## config.mk

```make
export PLATFORM = sky130hd
export DESIGN_NAME = awd_regs
export DESIGN_NICKNAME = d
export VERILOG_FILES = /design/src/hw/rtl/awd_pkg.sv /design/src/hw/rtl/awd_regs.sv
export VERILOG_INCLUDE_DIRS = /design/src /design/src/hw/rtl
export SDC_FILE = /design/constraint.sdc
export NUM_CORES = 1
export LEC_CHECK = 0
export BUFFER_PORTS_ARGS = -buffer_cell sky130_fd_sc_hd__buf_2
export CAP_MARGIN = 0
export CORE_MARGIN = 2
export CORE_UTILIZATION = 42
export CTS_CLUSTER_DIAMETER = 120
export DETAILED_ROUTE_END_ITERATION = 8
export HOLD_SLACK_MARGIN = 0.06
export PLACE_DENSITY = 0.76
export SETUP_SLACK_MARGIN = 0.3
export SYNTH_ARGS = -nofsm -noshare
export SYNTH_HDL_FRONTEND = slang
export SYNTH_SLANG_ARGS = --single-unit
```

## constraint.sdc

```tcl
create_clock -name clk -period 1.1 [get_ports clk]
set_input_delay 0.055 -clock clk [delete_from_list [all_inputs] [get_ports clk]]
set_output_delay 0.055 -clock clk [all_outputs]
set_load 0.01 [all_outputs]
```

## src/hw/rtl/assert_macros.svh

```systemverilog
// Assertion helpers shared by the RTL.
`ifndef ASSERT_MACROS_SVH
`define ASSERT_MACROS_SVH

// same-cycle implication
`define AWD_ASSERT_IMP(lbl, clk, rst_n, ante, cons) \
    lbl: assert property (@(posedge clk) disable iff (!rst_n) (ante) |-> (cons)) \
        else $error("assertion failed");

// next-cycle implication
`define AWD_ASSERT_NXT(lbl, clk, rst_n, ante, cons) \
    lbl: assert property (@(posedge clk) disable iff (!rst_n) (ante) |=> (cons)) \
        else $error("assertion failed");

`endif

```

## src/hw/rtl/awd_pkg.sv

```systemverilog
`default_nettype none

package awd_pkg;

    typedef enum logic [1:0] {
        MODE_TUBE = 2'd0,
        MODE_SOFT = 2'd1,
        MODE_HARD = 2'd2,
        MODE_FUZZ = 2'd3
    } mode_t;

    typedef enum logic [2:0] {
        REG_MODE     = 3'd0,
        REG_DRIVE    = 3'd1,
        REG_MIX      = 3'd2,
        REG_IN_GAIN  = 3'd3,
        REG_OUT_GAIN = 3'd4
    } reg_idx_t;

    typedef struct packed {
        mode_t       mode;
        logic [13:0] drive;
        logic [15:0] mix;
        logic [15:0] in_gain;
        logic [15:0] out_gain;
    } cfg_t;

    localparam logic [13:0] DRIVE_RESET    = 14'd1280;
    localparam logic [15:0] MIX_RESET      = 16'd32768;
    localparam logic [15:0] IN_GAIN_RESET  = 16'd16384;
    localparam logic [15:0] OUT_GAIN_RESET = 16'd16384;
    localparam logic [15:0] MIX_ONE        = 16'd32768;
    localparam logic [63:0] ONE40          = 64'd1 << 40;

    function automatic logic [63:0] mul_shift(logic [63:0] a, logic [63:0] b, int sh);
        logic [127:0] p;
        p = 128'(a) * 128'(b);
        p = p + (128'd1 << (sh - 1));
        return 64'(p >> sh);
    endfunction

    // shift-subtract divide: remainder in the upper half, quotient in the lower half
    function automatic logic [127:0] udivmod(logic [63:0] a, logic [63:0] b);
        logic [63:0] q;
        logic [64:0] r;
        q = '0;
        r = '0;
        for (int i = 63; i >= 0; i--)
        begin
            r = {r[63:0], a[i]};
            if (r >= {1'b0, b})
            begin
                r = r - {1'b0, b};
                q[i] = 1'b1;
            end
        end
        return {r[63:0], q};
    endfunction

    function automatic logic [63:0] exp_neg(logic [63:0] v);
        logic [63:0]  s;
        logic [63:0]  sum;
        logic [63:0]  term;
        logic [127:0] qr;
        s = (v + 64'd16) >> 5;
        sum = ONE40;
        term = ONE40;
        for (int k = 1; k <= 16; k++)
        begin
            qr = udivmod(mul_shift(term, s, 40), 64'(k));
            term = qr[63:0];
            if (k % 2 == 1)
                sum = sum - term;
            else
                sum = sum + term;
        end
        for (int k = 0; k < 5; k++)
        begin
            sum = mul_shift(sum, sum, 40);
        end
        return sum;
    endfunction

    function automatic logic [63:0] tanh_q44(logic [63:0] e2);
        logic [63:0]  num;
        logic [63:0]  den;
        logic [63:0]  q1;
        logic [63:0]  r;
        logic [127:0] qr;
        num = ONE40 - e2;
        den = ONE40 + e2;
        qr = udivmod(num << 22, den);
        q1 = qr[63:0];
        r = qr[127:64];
        qr = udivmod(r << 22, den);
        return (q1 << 22) + qr[63:0];
    endfunction

    function automatic logic [63:0] round_q40(logic [63:0] e, int f);
        return (e + (64'd1 << (39 - f))) >> (40 - f);
    endfunction

    function automatic logic [63:0] round_q44(logic [63:0] q, int f);
        return (q + (64'd1 << (43 - f))) >> (44 - f);
    endfunction

endpackage

`default_nettype wire

```

## src/hw/rtl/awd_regs.sv

```systemverilog
`default_nettype none

`include "assert_macros.svh"

module awd_regs (
    input  wire logic         clk,
    input  wire logic         rst_n,
    input  wire logic         psel,
    input  wire logic         penable,
    input  wire logic         pwrite,
    input  wire logic [4:0]   paddr,
    input  wire logic [31:0]  pwdata,
    output logic      [31:0]  prdata,
    output logic              pready,
    output awd_pkg::cfg_t     cfg
);

    awd_pkg::cfg_t     cfg_reg;
    awd_pkg::cfg_t     cfg_next;
    awd_pkg::reg_idx_t idx;
    logic              wr;

    assign idx    = awd_pkg::reg_idx_t'(paddr[4:2]);
    assign wr     = psel && penable && pwrite;
    assign pready = 1'b1;
    assign cfg    = cfg_reg;

    always_comb
    begin
        cfg_next = cfg_reg;
        if (wr)
        begin
            unique case (idx)
                awd_pkg::REG_MODE:     cfg_next.mode = awd_pkg::mode_t'(pwdata[1:0]);
                awd_pkg::REG_DRIVE:    cfg_next.drive = pwdata[13:0];
                awd_pkg::REG_MIX:      cfg_next.mix = pwdata[15:0];
                awd_pkg::REG_IN_GAIN:  cfg_next.in_gain = pwdata[15:0];
                awd_pkg::REG_OUT_GAIN: cfg_next.out_gain = pwdata[15:0];
                default:               cfg_next = cfg_reg;
            endcase
        end
    end

    always_comb
    begin
        unique case (idx)
            awd_pkg::REG_MODE:     prdata = {30'd0, cfg_reg.mode};
            awd_pkg::REG_DRIVE:    prdata = {18'd0, cfg_reg.drive};
            awd_pkg::REG_MIX:      prdata = {16'd0, cfg_reg.mix};
            awd_pkg::REG_IN_GAIN:  prdata = {16'd0, cfg_reg.in_gain};
            awd_pkg::REG_OUT_GAIN: prdata = {16'd0, cfg_reg.out_gain};
            default:               prdata = 32'd0;
        endcase
    end

    always_ff @(posedge clk or negedge rst_n)
    begin
        if (!rst_n)
        begin
            cfg_reg.mode     <= awd_pkg::MODE_TUBE;
            cfg_reg.drive    <= awd_pkg::DRIVE_RESET;
            cfg_reg.mix      <= awd_pkg::MIX_RESET;
            cfg_reg.in_gain  <= awd_pkg::IN_GAIN_RESET;
            cfg_reg.out_gain <= awd_pkg::OUT_GAIN_RESET;
        end
        else
        begin
            cfg_reg <= cfg_next;
        end
    end

    `AWD_ASSERT_NXT(a_drive_write, clk, rst_n, wr && idx == awd_pkg::REG_DRIVE, cfg_reg.drive == $past(pwdata[13:0]))

endmodule

`default_nettype wire

```

==> out/summary.json <==
{
  "power.density_cell_area": {"value": 1660, "unit": "mW/mm2"},
  "synth-simple-area-share": {"value": 0.0580},
  "timing.final.crit_share": {"value": 1.39},
  "synth-edff-count": {"value": 0},
  "yosys.area_share.adder": {"value": 0},
  "fin_worst_skew": {"value": 0, "unit": "ns"},
  "numCtsBuffers": {"value": 9},
  "largest_family_of_logic_cells_by_synthesized_area": {"value": "multiplexers"},
  "failing_checks": {"value": "negative setup slack"},
  "synth_top_area_share": {"value": 0.482},
  "antenna_found_initial": {"value": 0},
  "final-setup-viol-count": {"value": 31},
  "cts_h_tree_lvls": {"value": 3},
  "synthMostInstantiatedCell": {"value": "sky130_fd_sc_hd__dfrtp_1"},
  "area.sequential": {"value": 0.00161, "unit": "mm2"},
  "cp_max_fo": {"value": 3},
  "root_buffer": {"value": "sky130_fd_sc_hd__clkbuf_8"},
  "total_leakage_power": {"value": 2.74, "unit": "nW"},
  "min_path_type": {"value": "primary input to register"},
  "floorplan.initialDensity": {"value": 0.429},
  "core": {"value": 0.00714, "unit": "mm2"},
  "ant_nets": {"value": 0},
  "gr-usage-all-layers": {"value": 0.246},
  "critPathKind": {"value": "register to output pin"},
  "fin_setup_tns": {"value": -5.76, "unit": "ns"},
  "synth.yosys.warnings": {"value": 0},
  "post_synth_main_area_contributors": {"value": "sky130_fd_sc_hd__dfrtp_1, sky130_fd_sc_hd__mux2_2, sky130_fd_sc_hd__mux2_1, sky130_fd_sc_hd__buf_4, sky130_fd_sc_hd__mux2i_1"},
  "yosys.area_share.xor_xnor": {"value": 0},
  "nFillCells": {"value": 435},
  "drt-wirelength-per-cell": {"value": 19.0, "unit": "um"},
  "arrival_worst_endpoint": {"value": 1.48, "unit": "ns"},
  "largest_register_ffs": {"value": 64},
  "gp_routability_congestion": {"value": 0.821},
  "detailedPlace.worstSlack": {"value": -0.180, "unit": "ns"},
  "syn-instance-count": {"value": 219},
  "synth-seq-area-share": {"value": 0.525},
  "rsz0062_at_grt": {"value": "true"},
  "synth-seq-cells": {"value": 64},
  "synthMuxAreaShare": {"value": 0.295},
  "max-cap-violations": {"value": 0},
  "antenna_diode_count": {"value": 0},
  "critical-path-max-stage-delay": {"value": 0.41, "unit": "ns"},
  "cp-start-kind": {"value": "register"},
  "synth_async_sr_flop_share": {"value": 1.00},
  "finish.net_count": {"value": 461},
  "worst_ep_required_time": {"value": 1.04, "unit": "ns"},
  "vias": {"value": 2613},
  "biggest_area_consumer_among_synthesized_cells": {"value": "sky130_fd_sc_hd__dfrtp_1"},
  "final_period_minus_worst_setup_slack": {"value": 1.53, "unit": "ns"},
  "synthFlopType": {"value": "sky130_fd_sc_hd__dfrtp_1"},
  "grt.overflow.total": {"value": 0},
  "average_cell_area_after_synthesis": {"value": 14.0, "unit": "um2"},
  "drc": {"value": 0},
  "finalHoldWorstSlack": {"value": 0.167, "unit": "ns"},
  "crit_path_cell_trace": {"value": "mux2i_1 > nor2_1 > a221o_1 > buf_2"},
  "grt_pass1_wl": {"value": 14.2, "unit": "mm"},
  "dp.final_hpwl": {"value": 5.75, "unit": "mm"},
  "p_total": {"value": 0.00894, "unit": "W"},
  "cts_tree": {"value": "built"},
  "clock_sink_count": {"value": 64},
  "result_of_the_run": {"value": "complete, but fails checks"},
  "cts_buffer_depth": {"value": 2},
  "clock_latency_of_the_later_clocked_register_in_the_worst_skew_pair": {"value": 0.34, "unit": "ns"},
  "drt_pre_antenna_iters": {"value": 6},
  "die-area": {"value": 0.00799, "unit": "mm2"},
  "drive_gt1_frac": {"value": 0.658},
  "finalHoldViolCount": {"value": 0},
  "timing.fmax": {"value": 0.653, "unit": "GHz"},
  "synth.cell_area": {"value": 0.00306, "unit": "mm2"},
  "multi_input_area": {"value": 0.00158, "unit": "mm2"},
  "number_of_buffers_inserted_by_port_buffering": {"value": 103},
  "maxSlewViolCount": {"value": 0},
  "boundaryPins": {"value": 139},
  "synth_cell_types": {"value": 19},
  "placement_rows": {"value": 31},
  "cts.clk_slew.worst_paths": {"value": 0.06, "unit": "ns"},
  "drt_first_iter_violations": {"value": 87},
  "die_height": {"value": 89.4, "unit": "um"},
  "final_core_util": {"value": 0.756},
  "synth_compound_area_frac": {"value": 0.0515},
  "syn2layout_area_growth": {"value": 76.3, "unit": "%"},
  "grt_start_max_net_pins": {"value": 65},
  "ir_worst_vdd": {"value": 1.06, "unit": "mV"},
  "via_count_of_the_first_global_routing_pass": {"value": 2657},
  "worst_path_max_delay_cell": {"value": "sky130_fd_sc_hd__dfrtp_1"},
  "chipWidth": {"value": 89.4, "unit": "um"},
  "critical_path.endpoint_type": {"value": "output pin"},
  "totalWireLength": {"value": 9.93, "unit": "mm"},
  "average_vias_per_placed_instance": {"value": 5.00},
  "yosys-top-cells-count": {"value": "sky130_fd_sc_hd__dfrtp_1, sky130_fd_sc_hd__mux2_2, sky130_fd_sc_hd__mux2_1, sky130_fd_sc_hd__buf_4"},
  "layout_setup_ws": {"value": -0.432, "unit": "ns"}
}
[where the power goes]
group	leakage [nW]	switching [W]	internal, W
combinational	1.82	0.00122	0.00224
clock	0.108	0.000883	0.00134
sequential	0.806	0.000416	0.00284
total	2.74	0.00252	0.00642
[metrics by stage]
| stage | std cells | cell area [um2] |
|---|---|---|
| finish | 523 | 5400 |
| global route | 523 | 5400 |
| CTS | 496 | 5030 |
| detailed placement | 440 | 4030 |
| global placement | 440 | 4030 |
| floorplan | 234 | 3340 |
[cell usage in the layout (no fill, tap or decap), types with 6 or more instances in the layout]
cell and instances:
sky130_fd_sc_hd__buf_6 97, sky130_fd_sc_hd__mux2_4 65, sky130_fd_sc_hd__dfrtp_1 59, sky130_fd_sc_hd__buf_2 59
sky130_fd_sc_hd__buf_4 19, sky130_fd_sc_hd__conb_1 17, sky130_fd_sc_hd__dlygate4sd3_1 17, sky130_fd_sc_hd__nor2_1 16
sky130_fd_sc_hd__mux2i_1 16, sky130_fd_sc_hd__a221o_1 14, sky130_fd_sc_hd__clkbuf_8 10, sky130_fd_sc_hd__buf_12 6
[repair_timing]
item,4_1_cts,5_1_grt
setup buffers,23,27
cloned,0,0
pin swaps,5,6
hold buffers,17,0
setup endpoints to repair,137,142
resized for setup,100,40
endpoints found under the hold margin,128,0
[logic make-up (layout without fill, tap and decap cells)]
group,Yosys count,in the layout
buffers and inverters,28,218
muxes,82,82
and+or+nand+nor,27,27
other,2,17
DFF,64,64
AOI/OAI and AO/OA,16,16
[final cells by class]
class	instances	area share
timing repair buffer	202	0.347
clock inverter	3	0.0121
tap	99	0.0230
sequential	64	0.298
clock buffer	13	0.0276
multi-input combinational	142	0.292
[final timing paths]
| path | from | endpoint | depth (start not counted) | slack (ns) |
|---|---|---|---|---|
| min in group asynchronous | rst_n | cfg[35]$_DFFE_PN0P_ | 3 | 0.25 |
| worst min register to register | cfg[36]$_DFFE_PN0P_ | cfg[36]$_DFFE_PN0P_ | 1 | 0.54 |
| worst max register to register | cfg[32]$_DFFE_PN0P_ | cfg[32]$_DFFE_PN0P_ | 4 | 0 |
| worst min-delay path | paddr[4] | cfg[62]$_DFFE_PN0P_ | 3 | 0.17 |
| worst max-delay path | cfg[48]$_DFFE_PN0P_ | prdata[0] | 4 | -0.43 |
| max in group asynchronous | rst_n | cfg[56]$_DFFE_PN1P_ | 3 | 0.51 |
[critical path, delay by kind of cell (launching register included)]
kind	cells	cell delay, ns
compound gates	1	0.27
mux	1	0.21
simple gates	1	0.10
buf+inv	1	0.14
flops	1	0.41
[metal layers]
layer / vias up / part of all wire / GRT usage / routed length [um]
li1: 1162 / - / - / -
met1: 1333 / 0.39 / 0.290 / 3900
met2: 96 / 0.54 / 0.438 / 5410
met3: 22 / 0.039 / 0.0425 / 384
met4: 0 / 0.024 / 0.107 / 236
met5: - / 0 / 0 / 0
(Power assumes the default switching activity.)
